**src/design/mv_difference_binarizer_core_macros.svh**
```systemverilog
// assertion macros for the motion vector difference binarizer
// used by modules that check their own control logic; needs clk and rst in scope
`ifndef MV_DIFFERENCE_BINARIZER_CORE_MACROS_SVH
`define MV_DIFFERENCE_BINARIZER_CORE_MACROS_SVH

// same-cycle implication
`define MVDB_ASSERT_NOW(label, ante, cons, msg) \
  label: assert property (@(posedge clk) disable iff (rst) (ante) |-> (cons)) \
    else $error(msg);

// next-cycle implication
`define MVDB_ASSERT_NEXT(label, ante, cons, msg) \
  label: assert property (@(posedge clk) disable iff (rst) (ante) |=> (cons)) \
    else $error(msg);

`endif

```
**src/design/mvdb_pkg.sv**
```systemverilog
// types, constants and decision functions of the motion vector difference binarizer
// no dependencies
package mvdb_pkg;

  localparam logic [7:0] SHORT_MAX    = 8'd7;
  localparam logic [7:0] LONG_HI_MASK = 8'hF0;
  localparam logic [7:0] MAG_SAT      = 8'hFF;

  localparam logic [4:0] SLOT_IS_SHORT = 5'd0;
  localparam logic [4:0] SLOT_SIGN     = 5'd1;
  localparam logic [4:0] SLOT_TREE     = 5'd2;
  localparam logic [4:0] SLOT_LONG     = 5'd9;

  localparam logic [3:0] CNT_SHORT_ZERO = 4'd4;
  localparam logic [3:0] CNT_SHORT      = 4'd5;
  localparam logic [3:0] CNT_LONG_LO    = 4'd9;
  localparam logic [3:0] CNT_LONG       = 4'd10;

  // magnitude bit order of the long form after the is-short decision
  localparam logic [2:0] LONG_ORDER [7] = '{3'd0, 3'd1, 3'd2, 3'd7, 3'd6, 3'd5, 3'd4};

  typedef struct packed {
    logic [7:0] mag;
    logic       sign;
    logic       clamp;
  } mvdb_comp_t;

  typedef struct packed {
    mvdb_comp_t y;
    mvdb_comp_t x;
  } mvdb_vec_t;

  typedef struct packed {
    logic       value;
    logic [4:0] slot;
  } mvdb_dec_t;

  typedef struct packed {
    logic       decision_bit;
    logic       component;
    logic [4:0] prob_slot;
    logic       clamped;
    logic       last;
  } mvdb_word_t;

  function automatic logic [3:0] mvdb_count(input logic [7:0] mag);
    logic [3:0] cnt;
    if (mag <= SHORT_MAX) begin
      cnt = (mag == 8'd0) ? CNT_SHORT_ZERO : CNT_SHORT;
    end else begin
      cnt = ((mag & LONG_HI_MASK) != 8'd0) ? CNT_LONG : CNT_LONG_LO;
    end
    return cnt;
  endfunction

  function automatic mvdb_dec_t mvdb_decide(input logic [7:0] mag, input logic sign,
                                            input logic [3:0] step);
    mvdb_dec_t  r;
    logic [2:0] node;
    logic [2:0] bidx;
    r.value = sign;
    r.slot  = SLOT_SIGN;
    node    = 3'd0;
    bidx    = 3'd0;
    if (mag <= SHORT_MAX) begin
      case (step)
        4'd0: begin
          r.value = 1'b0;
          r.slot  = SLOT_IS_SHORT;
        end
        4'd1: begin
          r.value = mag[2];
          r.slot  = SLOT_TREE;
        end
        4'd2: begin
          node    = mag[2] ? 3'd4 : 3'd1;
          r.value = mag[1];
          r.slot  = SLOT_TREE + {2'b00, node};
        end
        4'd3: begin
          node    = mag[2] ? (mag[1] ? 3'd6 : 3'd5) : (mag[1] ? 3'd3 : 3'd2);
          r.value = mag[0];
          r.slot  = SLOT_TREE + {2'b00, node};
        end
        default: begin
          r.value = sign;
          r.slot  = SLOT_SIGN;
        end
      endcase
    end else begin
      case (step) inside
        4'd0: begin
          r.value = 1'b1;
          r.slot  = SLOT_IS_SHORT;
        end
        [4'd1:4'd7]: begin
          bidx    = LONG_ORDER[3'(step - 4'd1)];
          r.value = mag[bidx];
          r.slot  = SLOT_LONG + {2'b00, bidx};
        end
        4'd8: begin
          if ((mag & LONG_HI_MASK) != 8'd0) begin
            r.value = mag[3];
            r.slot  = SLOT_LONG + 5'd3;
          end
        end
        default: begin
          r.value = sign;
          r.slot  = SLOT_SIGN;
        end
      endcase
    end
    return r;
  endfunction

endpackage

```
**src/design/mvdb_emitter.sv**
```systemverilog
// decision sequencer and output register: walks both components of a vector,
// one decision word per cycle while the output is accepted; depends on mvdb_pkg and the assertion macros
`include "mv_difference_binarizer_core_macros.svh"

module mvdb_emitter
  import mvdb_pkg::*;
(
  input  logic       clk,
  input  logic       rst,
  input  logic       in_valid,
  output logic       in_ready,
  input  mvdb_vec_t  in_vec,
  output logic       out_valid,
  input  logic       out_ready,
  output mvdb_word_t out_word
);

  logic       busy;
  logic       comp;
  logic [3:0] step;
  mvdb_vec_t  vec;

  mvdb_comp_t cur;
  logic [3:0] cnt;
  logic       last_dec;
  logic       fire;
  mvdb_dec_t  dec;

  always_comb begin
    cur      = comp ? vec.y : vec.x;
    cnt      = mvdb_count(cur.mag);
    last_dec = (step == cnt - 4'd1);
    fire     = busy && (!out_valid || out_ready);
    in_ready = !busy || (fire && last_dec && comp);
    dec      = mvdb_decide(cur.mag, cur.sign, step);
  end

  always_ff @(posedge clk) begin
    if (rst) begin
      busy      <= 1'b0;
      comp      <= 1'b0;
      step      <= 4'd0;
      out_valid <= 1'b0;
    end else begin
      if (fire) begin
        out_valid             <= 1'b1;
        out_word.decision_bit <= dec.value;
        out_word.component    <= comp;
        out_word.prob_slot    <= dec.slot;
        out_word.clamped      <= cur.clamp;
        out_word.last         <= last_dec && comp;
      end else if (out_ready) begin
        out_valid <= 1'b0;
      end
      if (in_valid && in_ready) begin
        busy <= 1'b1;
        comp <= 1'b0;
        step <= 4'd0;
        vec  <= in_vec;
      end else if (fire) begin
        if (last_dec) begin
          step <= 4'd0;
          if (comp) begin
            busy <= 1'b0;
          end else begin
            comp <= 1'b1;
          end
        end else begin
          step <= step + 4'd1;
        end
      end
    end
  end

  `MVDB_ASSERT_NOW(a_step_range, busy, step < cnt, "step beyond decision count")
  `MVDB_ASSERT_NEXT(a_load_start, in_valid && in_ready, busy && !comp && step == 4'd0, "load did not restart sequence")
  `MVDB_ASSERT_NOW(a_last_on_y, out_valid && out_word.last, out_word.component, "last on horizontal word")
  `MVDB_ASSERT_NEXT(a_fire_word, fire, out_valid, "issued decision not presented")

endmodule

```
**src/design/mv_difference_binarizer_core.sv**
```systemverilog
// top level of the motion vector difference binarizer
// predictor select and difference, magnitude/clamp stage, then mvdb_emitter; uses mvdb_pkg
//
// usage:
//   slave stream s_* takes one motion vector with its two predictors per word;
//   master stream m_* gives one binary decision per word, tagged with component,
//   probability slot and clamp flag; m_tlast marks the vector's final decision.
//   path: the first decision of a vector passes the difference register, the
//   magnitude/clamp register, the sequencer's vector register and its output register.
//   throughput: one decision word per cycle while m_tready is high; a vector gives
//   8 to 20 words, set by its decision count in the emitter sequencer (4, 5, 9 or 10 per
//   component). the two front stages take the next vectors meanwhile.
//   stall: when m_tready is low the output word holds; the sequencer and the
//   front stages stop and s_tready falls once every stage is full. nothing is
//   dropped or repeated.
//   reset: rst (synchronous) empties all stages; m_tvalid is low afterwards and
//   s_tready is high in the cycle after reset.
module mv_difference_binarizer_core
  import mvdb_pkg::*;
(
  input  logic        clk,
  input  logic        rst,
  input  logic        s_tvalid,
  output logic        s_tready,
  // mv_x[8:0] mv_y[17:9] inter_pred_valid[18] inter_pred_x[27:19]
  // inter_pred_y[36:28] gold_pred_valid[37] gold_pred_x[46:38] gold_pred_y[55:47]
  input  logic [55:0] s_tdata,
  // mode_is_golden[0]
  input  logic        s_tuser,
  output logic        m_tvalid,
  input  logic        m_tready,
  // decision_bit[0], zero fill above
  output logic [7:0]  m_tdata,
  // component[0] prob_slot[5:1] clamped[6]
  output logic [6:0]  m_tuser,
  output logic        m_tlast
);

  logic [8:0] mv_x, mv_y, ip_x, ip_y, gp_x, gp_y, px, py;
  logic       ip_valid, gp_valid;

  logic       s1_valid;
  logic [9:0] s1_dx, s1_dy;
  logic       s2_valid;
  logic       s2_ready;
  mvdb_vec_t  s2_vec;
  mvdb_vec_t  s2_vec_next;
  logic       em_ready;
  mvdb_word_t word;

  logic [9:0] abs_x, abs_y;

  always_comb begin
    mv_x     = s_tdata[8:0];
    mv_y     = s_tdata[17:9];
    ip_valid = s_tdata[18];
    ip_x     = s_tdata[27:19];
    ip_y     = s_tdata[36:28];
    gp_valid = s_tdata[37];
    gp_x     = s_tdata[46:38];
    gp_y     = s_tdata[55:47];
    if (s_tuser) begin
      px = gp_valid ? gp_x : 9'd0;
      py = gp_valid ? gp_y : 9'd0;
    end else begin
      px = ip_valid ? ip_x : 9'd0;
      py = ip_valid ? ip_y : 9'd0;
    end
  end

  assign s2_ready = !s2_valid || em_ready;
  assign s_tready = !s1_valid || s2_ready;

  always_comb begin
    abs_x                = s1_dx[9] ? (10'd0 - s1_dx) : s1_dx;
    abs_y                = s1_dy[9] ? (10'd0 - s1_dy) : s1_dy;
    s2_vec_next.x.sign   = s1_dx[9];
    s2_vec_next.x.clamp  = (abs_x[9:8] != 2'b00);
    s2_vec_next.x.mag    = s2_vec_next.x.clamp ? MAG_SAT : abs_x[7:0];
    s2_vec_next.y.sign   = s1_dy[9];
    s2_vec_next.y.clamp  = (abs_y[9:8] != 2'b00);
    s2_vec_next.y.mag    = s2_vec_next.y.clamp ? MAG_SAT : abs_y[7:0];
  end

  always_ff @(posedge clk) begin
    if (rst) begin
      s1_valid <= 1'b0;
      s2_valid <= 1'b0;
    end else begin
      if (s_tready) begin
        s1_valid <= s_tvalid;
        s1_dx    <= {mv_x[8], mv_x} - {px[8], px};
        s1_dy    <= {mv_y[8], mv_y} - {py[8], py};
      end
      if (s2_ready) begin
        s2_valid <= s1_valid;
        s2_vec   <= s2_vec_next;
      end
    end
  end

  mvdb_emitter u_emitter (
    .clk       (clk),
    .rst       (rst),
    .in_valid  (s2_valid),
    .in_ready  (em_ready),
    .in_vec    (s2_vec),
    .out_valid (m_tvalid),
    .out_ready (m_tready),
    .out_word  (word)
  );

  assign m_tdata = {7'd0, word.decision_bit};
  assign m_tuser = {word.clamped, word.prob_slot, word.component};
  assign m_tlast = word.last;

endmodule

```
**config.mk**
```make
export PLATFORM = sky130hd
export DESIGN_NAME = mv_difference_binarizer_core
export DESIGN_NICKNAME = d
export VERILOG_FILES = /design/src/design/mvdb_pkg.sv /design/src/design/mvdb_emitter.sv /design/src/design/mv_difference_binarizer_core.sv
export VERILOG_INCLUDE_DIRS = /design/src /design/src/design
export SDC_FILE = /design/constraint.sdc
export NUM_CORES = 1
export LEC_CHECK = 0
export CAP_MARGIN = 10
export CORE_UTILIZATION = 50
export CTS_CLUSTER_DIAMETER = 30
export DETAILED_ROUTE_END_ITERATION = 10
export DONT_BUFFER_PORTS = 1
export PLACE_DENSITY_LB_ADDON = 0.05
export SYNTH_ARGS = -nofsm -noshare
export SYNTH_HDL_FRONTEND = slang
export SYNTH_SLANG_ARGS = --single-unit
```
**constraint.sdc**
```tcl
create_clock -name clk -period 4.4 [get_ports clk]
set_input_delay 0.66 -clock clk [delete_from_list [all_inputs] [get_ports clk]]
set_output_delay 0.66 -clock clk [all_outputs]
set_load 0.03 [all_outputs]
```
After elaboration in Yosys (flattened, before gate mapping). Memory sizes are Yosys's and may differ from the RTL's. Cells that the tools add are included.

Add/subtract/negate cells: 10. Order comparisons: 5. Equal/unequal tests: 5. Multiplexer cells: 33. Bitwise gates (word level): 2. Reduce and logical (&&, ||, !) cells: 30.

Operator list (count): 9-bit 2-to-1 mux (6); 10-bit 2-to-1 mux (3); 6-bit 2-to-1 mux (5); 6-bit case mux with 4 select lines (1); 1-bit by 10-bit subtractor with 10-bit output (first input constant) (2); 9-bit by 9-bit subtractor with 10-bit output (2); 3-bit 2-to-1 mux (4); 2-bit nonzero test (6); 2-bit AND reduction (5); 1-bit 2-to-1 mux (9); 2-bit by 3-bit adder with 4-bit output (first input constant) (2); 4-bit by 2-bit == test with 1-bit output (second input constant) (2); 8-bit by 3-bit less-or-equal comparator with 1-bit output (second input constant) (1); 8-bit zero test (1); 4-bit 2-to-1 mux (2); 8-bit nonzero test (1); 1-bit logical AND (6); 4-bit by 3-bit adder with 5-bit output (first input constant) (1); 4-bit by 1-bit adder with 4-bit output (second input constant) (1); 4-bit by 1-bit == test with 1-bit output (second input constant) (1); 4-bit == test (1); 4-bit == test (second input constant) (1); 4-bit by 1-bit >= comparator with 1-bit output (second input constant) (1); 4-bit >= comparator (second input constant) (1); 13 further kinds (20).

Bits in registers: 78. Bits in read-only memories: 24. Bits of input ports: 61. Output and inout bits: 18. Word-level logic and storage cells: 111. Memories kept: 1.

Memories: (name not given) (words 8, width 3, rd ports 1, clocked after Yosys merged registers in 0, wr ports 0, RTL line mvdb_pkg.sv:97) `bidx = LONG_ORDER[3'(step - 4'd1)];`.

Depth between registers and ports, before layout.
Depth after elaboration: 12. Gate-level depth with buffers: 12.

Modules after synthesis. A second synthesis with hierarchy kept.

Cell total of the unflattened synthesis: 426. Area, all modules: 4688.2 um^2.

By module, submodules not included: mv_difference_binarizer_core (times used 1, cells an instance 262, area an instance 2761.4 um^2, seq. area each 1241.2 um^2); mvdb_emitter (times used 1, cells an instance 164, area an instance 1926.8 um^2, seq. area each 1011.0 um^2).

Worst setup path before layout. No wires, ideal clock.

Path kind: reg2reg. From: register u_emitter.vec[6] in the netlist's numbering. To: register u_emitter.vec[0] in the netlist's numbering, enable pin. Setup time: 428 ps. Arrival: 3687 ps. Slack: 285 ps. Stages on the path, launching flop included: 9. Path through: edfxtp_1 or4_4 nor3_1 a21oi_1 ha_1 xor2_1 nor4b_4 o2111ai_2 a211oi_1.

Word-level cells in the longest chain between the ends: 11. Elaborated cells on any way between the ends: 14. Classes of those cells: 1 x add/sub; 1 x order compare; 1 x eq/ne; 4 x mux; 7 x reduce/logical.

RTL lines: from (decl) (RTL line mvdb_emitter.sv:21) `mvdb_vec_t vec;`; from (signal assigned) (RTL line mvdb_emitter.sv:59) `vec <= in_vec;`; 10-bit 2-to-1 mux (*) (RTL line mvdb_emitter.sv:30) `cur = comp ? vec.y : vec.x;`; parallel branches: the longest is 2 deep, another holds 8-bit by 3-bit less-or-equal comparator with 1-bit output; 4-bit 2-to-1 mux (*) (RTL line mvdb_pkg.sv:48) `if (mag <= SHORT_MAX) begin`; 4-bit by 1-bit subtractor with 4-bit output (*) (RTL line mvdb_emitter.sv:32) `last_dec = (step == cnt - 4'd1);`; 4-bit == test (*) (RTL line mvdb_emitter.sv:32); 1-bit logical AND (*) (2 in series) (RTL line mvdb_emitter.sv:34) `in_ready = !busy || (fire && last_dec && comp);`; 1-bit logical OR (*) (RTL line mvdb_emitter.sv:34); 1-bit logical AND (*) (RTL line mvdb_emitter.sv:55) `if (in_valid && in_ready) begin`; 2-bit AND reduction (no line) (*).

Every way passes the cells marked *. A chain may end at the register's enable or synchronous reset.

Worst setup path in the final report.
From: register u_emitter.vec[16] in the netlist's numbering. To: output port s_tready.

Word-level cells in the longest chain between the ends: 11. Elaborated cells on any way between the ends: 14. Classes of those cells: 1 x add/sub; 1 x order compare; 1 x eq/ne; 4 x mux; 7 x reduce/logical.

RTL lines: 10-bit 2-to-1 mux (*) (RTL line mvdb_emitter.sv:30); parallel branches: the longest is 2 deep, another holds 8-bit by 3-bit less-or-equal comparator with 1-bit output; 4-bit 2-to-1 mux (*) (RTL line mvdb_pkg.sv:48); 4-bit by 1-bit subtractor with 4-bit output (*) (RTL line mvdb_emitter.sv:32); 4-bit == test (*) (RTL line mvdb_emitter.sv:32); 1-bit logical AND (*) (2 in series) (RTL line mvdb_emitter.sv:34); 1-bit logical OR (*) (RTL line mvdb_emitter.sv:34); 1-bit logical OR (*) (RTL line mv_difference_binarizer_core.sv:71) `assign s2_ready = !s2_valid || em_ready;`; 1-bit logical OR (*) (RTL line mv_difference_binarizer_core.sv:72) `assign s_tready = !s1_valid || s2_ready;`; to (decl) (RTL line mv_difference_binarizer_core.sv:24) `output logic s_tready,`.

Marks and branches as above.

==> flow_summary.yaml <==
synth:
  synth_edf_count: 69
  synth_top_area_share_pct: 45.4
  synth_area_leaders: "edfxtp_1, ha_1, dfxtp_1, nand2_1, xor2_1"
  syn_area_per_cell_um2: 10.9
  syn-cell-area_mm2: 0.00456
  synth_seq_cells: 78
  async_flop_share_pct: 0
  synth_fa_ha_area_share_pct: 9.38
  yosys_warnings: 0
  synth.most_common_cell: "edfxtp_1"
  synth-simple-area-share_pct: 14.6
  synth_compound_area_share_pct: 12.6
  synth_area_leader_cell: "edfxtp_1"
  synthFlopType: "edfxtp_1"
  synthCells: 418
  synth_common_cells: "edfxtp_1, nand2_1, inv_1, ha_1, nor2_1"
  seq_area_frac_synth_pct: 49.3
  synth_top_family_by_area: "simple AND/OR/NAND/NOR gates"
  synthXorXnorAreaFrac_pct: 5.37
  muxShareOfSynthArea_pct: 3.37
  synth_cell_types: 55
finish:
  nFillCells: 748
  final-seq-area_mm2: 0.00225
  final_util_pct: 55.8
  syn_to_final_growth_pct: 7.15
  drive_above_1_share_pct: 9.18
  final_nets: 514
  multiInputGateArea_mm2: 0.00211
  diodes: 0
  stdcell_count: 533
drt:
  ant_nets: 0
  vias: 2937
  drt-pass1-iter-count: 4
  routed_wl_um: 7190
  post_drt_wl_per_cell_um: 13.5
  drc_errors: 0
  viasPerCell: 5.51
  drt_iter0_drc: 84
timing:
  max_freq_ghz: 0.273
  setup_tns_ns: 0
  hold_viol: 0
  finalClockSkew_ns: 0.00915
  layout_min_cycle_time_ns: 3.66
  min_period_over_period_pct: 83.2
  rsz0062_at_grt: "false"
  drv_slew: 0
  max_slew.worst_pin.slew_ns: 0.776
  finalSetupViolCount: 0
  timing.final.ws_setup_ns: 0.741
  hold_ws_ns: 0.379
  relSlewSlack_pct: 48.2
global_routing:
  grt_antenna_before_repair: 0
  grt_pass1_wl_um: 12300
  grt.overflow.total: 0
  grt_pass1_vias: 2842
  grtUsageTotal_pct: 16.2
  grt_max_degree: 21
placed_design:
  dp_cells: 517
  place_hpwl_um: 5730
  dp_slack_ns: 0.946
  gp_congestion: 0.846
  portBuffers: 0
floorplanning:
  initial_core_util_pct: 52.1
  die_w_um: 97.5
  io_pins: 79
  num_rows: 34
  dieArea_mm2: 0.00952
  coreArea_mm2: 0.00876
  die_y_um: 97.5
clocking:
  htreeDepth: 3
  cts.sinks: 78
  cts_setup_buffers: 0
  postCtsHoldBufs: 0
  clock_latency_ns: 0.34
  numCtsBuffers: 9
  cts-root-buf: "clkbuf_8"
  clk_pin_slew_ns: 0.08
  tritoncts: "built"
  clk_path_buf_depth: 2
  cts_resized: 0
power_and_ir_drop:
  clockPowerShare_pct: 32.8
  power_density_mw_per_mm2: 363
  seq_power_share_pct: 52.4
  pwr-share-comb_pct: 14.9
  swShare_pct: 24.5
  internal-power_uw: 1340
  vdd_drop_max_mv: 0.201
  p_leak_uw: 0.00179
  p_switching_uw: 436
worst_setup_path:
  cp.required_ns: 3.74
  worstSetupPathType: "reg -> out"
  start_kind: "flop"
  crit_family: "simple AND/OR/NAND/NOR gates"
  max_stage_delay_ns: 0.57
  endpoint_kind: "output pin"
  path_buf_inv: 0
  slowest_stage: "or4_4"
  cp_max_fo: 5
  path_cells: "or4_4, nor2_1, a21oi_1, ha_1, xor2_1, nor4b_4, o2111ai_2, nand4_1"
  cp_data_arrival_time_ns: 3.00
outcome:
  status: "complete, no violations"
run:
  maxCapViolCount: 0
hold_path:
  hp-class: "in -> reg"
final timing paths:
kind              depth (start not counted)               from  slack (ns)                   to
setup / recovery                          8  u_emitter.vec[16]        0.74             s_tready
hold / removal                            1                rst        0.38  u_emitter.out_valid
setup reg to reg                         10  u_emitter.vec[16]        0.95             s1_dy[0]
hold reg to reg                           0         s2_vec[14]        0.42    u_emitter.vec[14]
layout make-up:
cell class / count / share of cell area [%]
sequential: 78 / 46.0
multi-input combinational: 291 / 43.1
tap: 108 / 2.76
timing repair buffer: 5 / 0.767
clock inverter: 5 / 1.71
inverter: 35 / 2.69
clock buffer: 11 / 2.89
worst reg2reg max path, stage by stage, from the launching register on:
cell       delay (ns)
edfxtp_1         0.41
or4_4            0.57
nor2_1           0.17
a21oi_1          0.10
ha_1             0.33
xor2_1           0.18
nor4b_4          0.26
o2111ai_2        0.24
nand4_1          0.41
nor2b_2          0.22
buf_4            0.25
through the flow:
stage                     instance area, µm²  total power (µW)
after floorplan                         4590              1160
after global placement                  4670              1210
final                                   4890              1780
after CTS                               4890              1800
after detailed placement                4670              1210
after global routing                    4890              1880
logic make-up (layout without fill, tap and decap cells):
| logic type | count (synthesis) | after routing |
|---|---|---|
| mux | 11 | 11 |
| flops | 78 | 78 |
| xor+xnor | 28 | 28 |
| simple gates | 131 | 131 |
| buf+inv | 55 | 56 |
| compound gates | 81 | 81 |
| fa+ha+maj | 33 | 33 |
| other cells | 1 | 7 |
registers in the layout, summed over array words and instances (netlist names):
signal               flops
u_emitter.vec           20
u_emitter.out_valid      1
s1_dy                   10
u_emitter.busy           1
s1_valid                 1
s2_vec                  20
s2_valid                 1
u_emitter.comp           1
u_emitter.out_word       9
s1_dx                   10
u_emitter.step           4
cell usage in the layout, fill, tap and decap left out, types with 7 or more instances in the layout:
cell / synthesis / layout
a21oi_1: 11 / 11
a22oi_1: 16 / 16
clkbuf_8: 0 / 10
conb_1: 1 / 7
dfxtp_1: 9 / 9
edfxtp_1: 69 / 69
ha_1: 31 / 31
inv_1: 35 / 35
nand2_1: 41 / 41
nor2_1: 28 / 28
nor2b_1: 13 / 12
nor3_1: 12 / 12
nor4_1: 7 / 7
o21ai_0: 14 / 14
xnor2_1: 12 / 12
xor2_1: 16 / 16
metal layers:
layer / GRT usage (%) / routed length [µm] / part of all wire [%]
met5: 0 / 0 / 0
met2: 30.8 / 3790 / 53
met3: 3.88 / 331 / 4.6
met1: 16.9 / 2920 / 41
met4: 6.56 / 148 / 2.1
power groups by stage:
| stage | combinational, µW | sequential [µW] | clock, µW |
|---|---|---|---|
| 2_1_floorplan | 231 | 933 | 0 |
| 3_3_place_gp | 264 | 946 | 0 |
| 3_5_place_dp | 267 | 948 | 0 |
| 4_1_cts | 269 | 931 | 601 |
| 5_1_grt | 307 | 938 | 631 |
| 6_report | 264 | 930 | 582 |
Power figures use the tool's default switching activity.
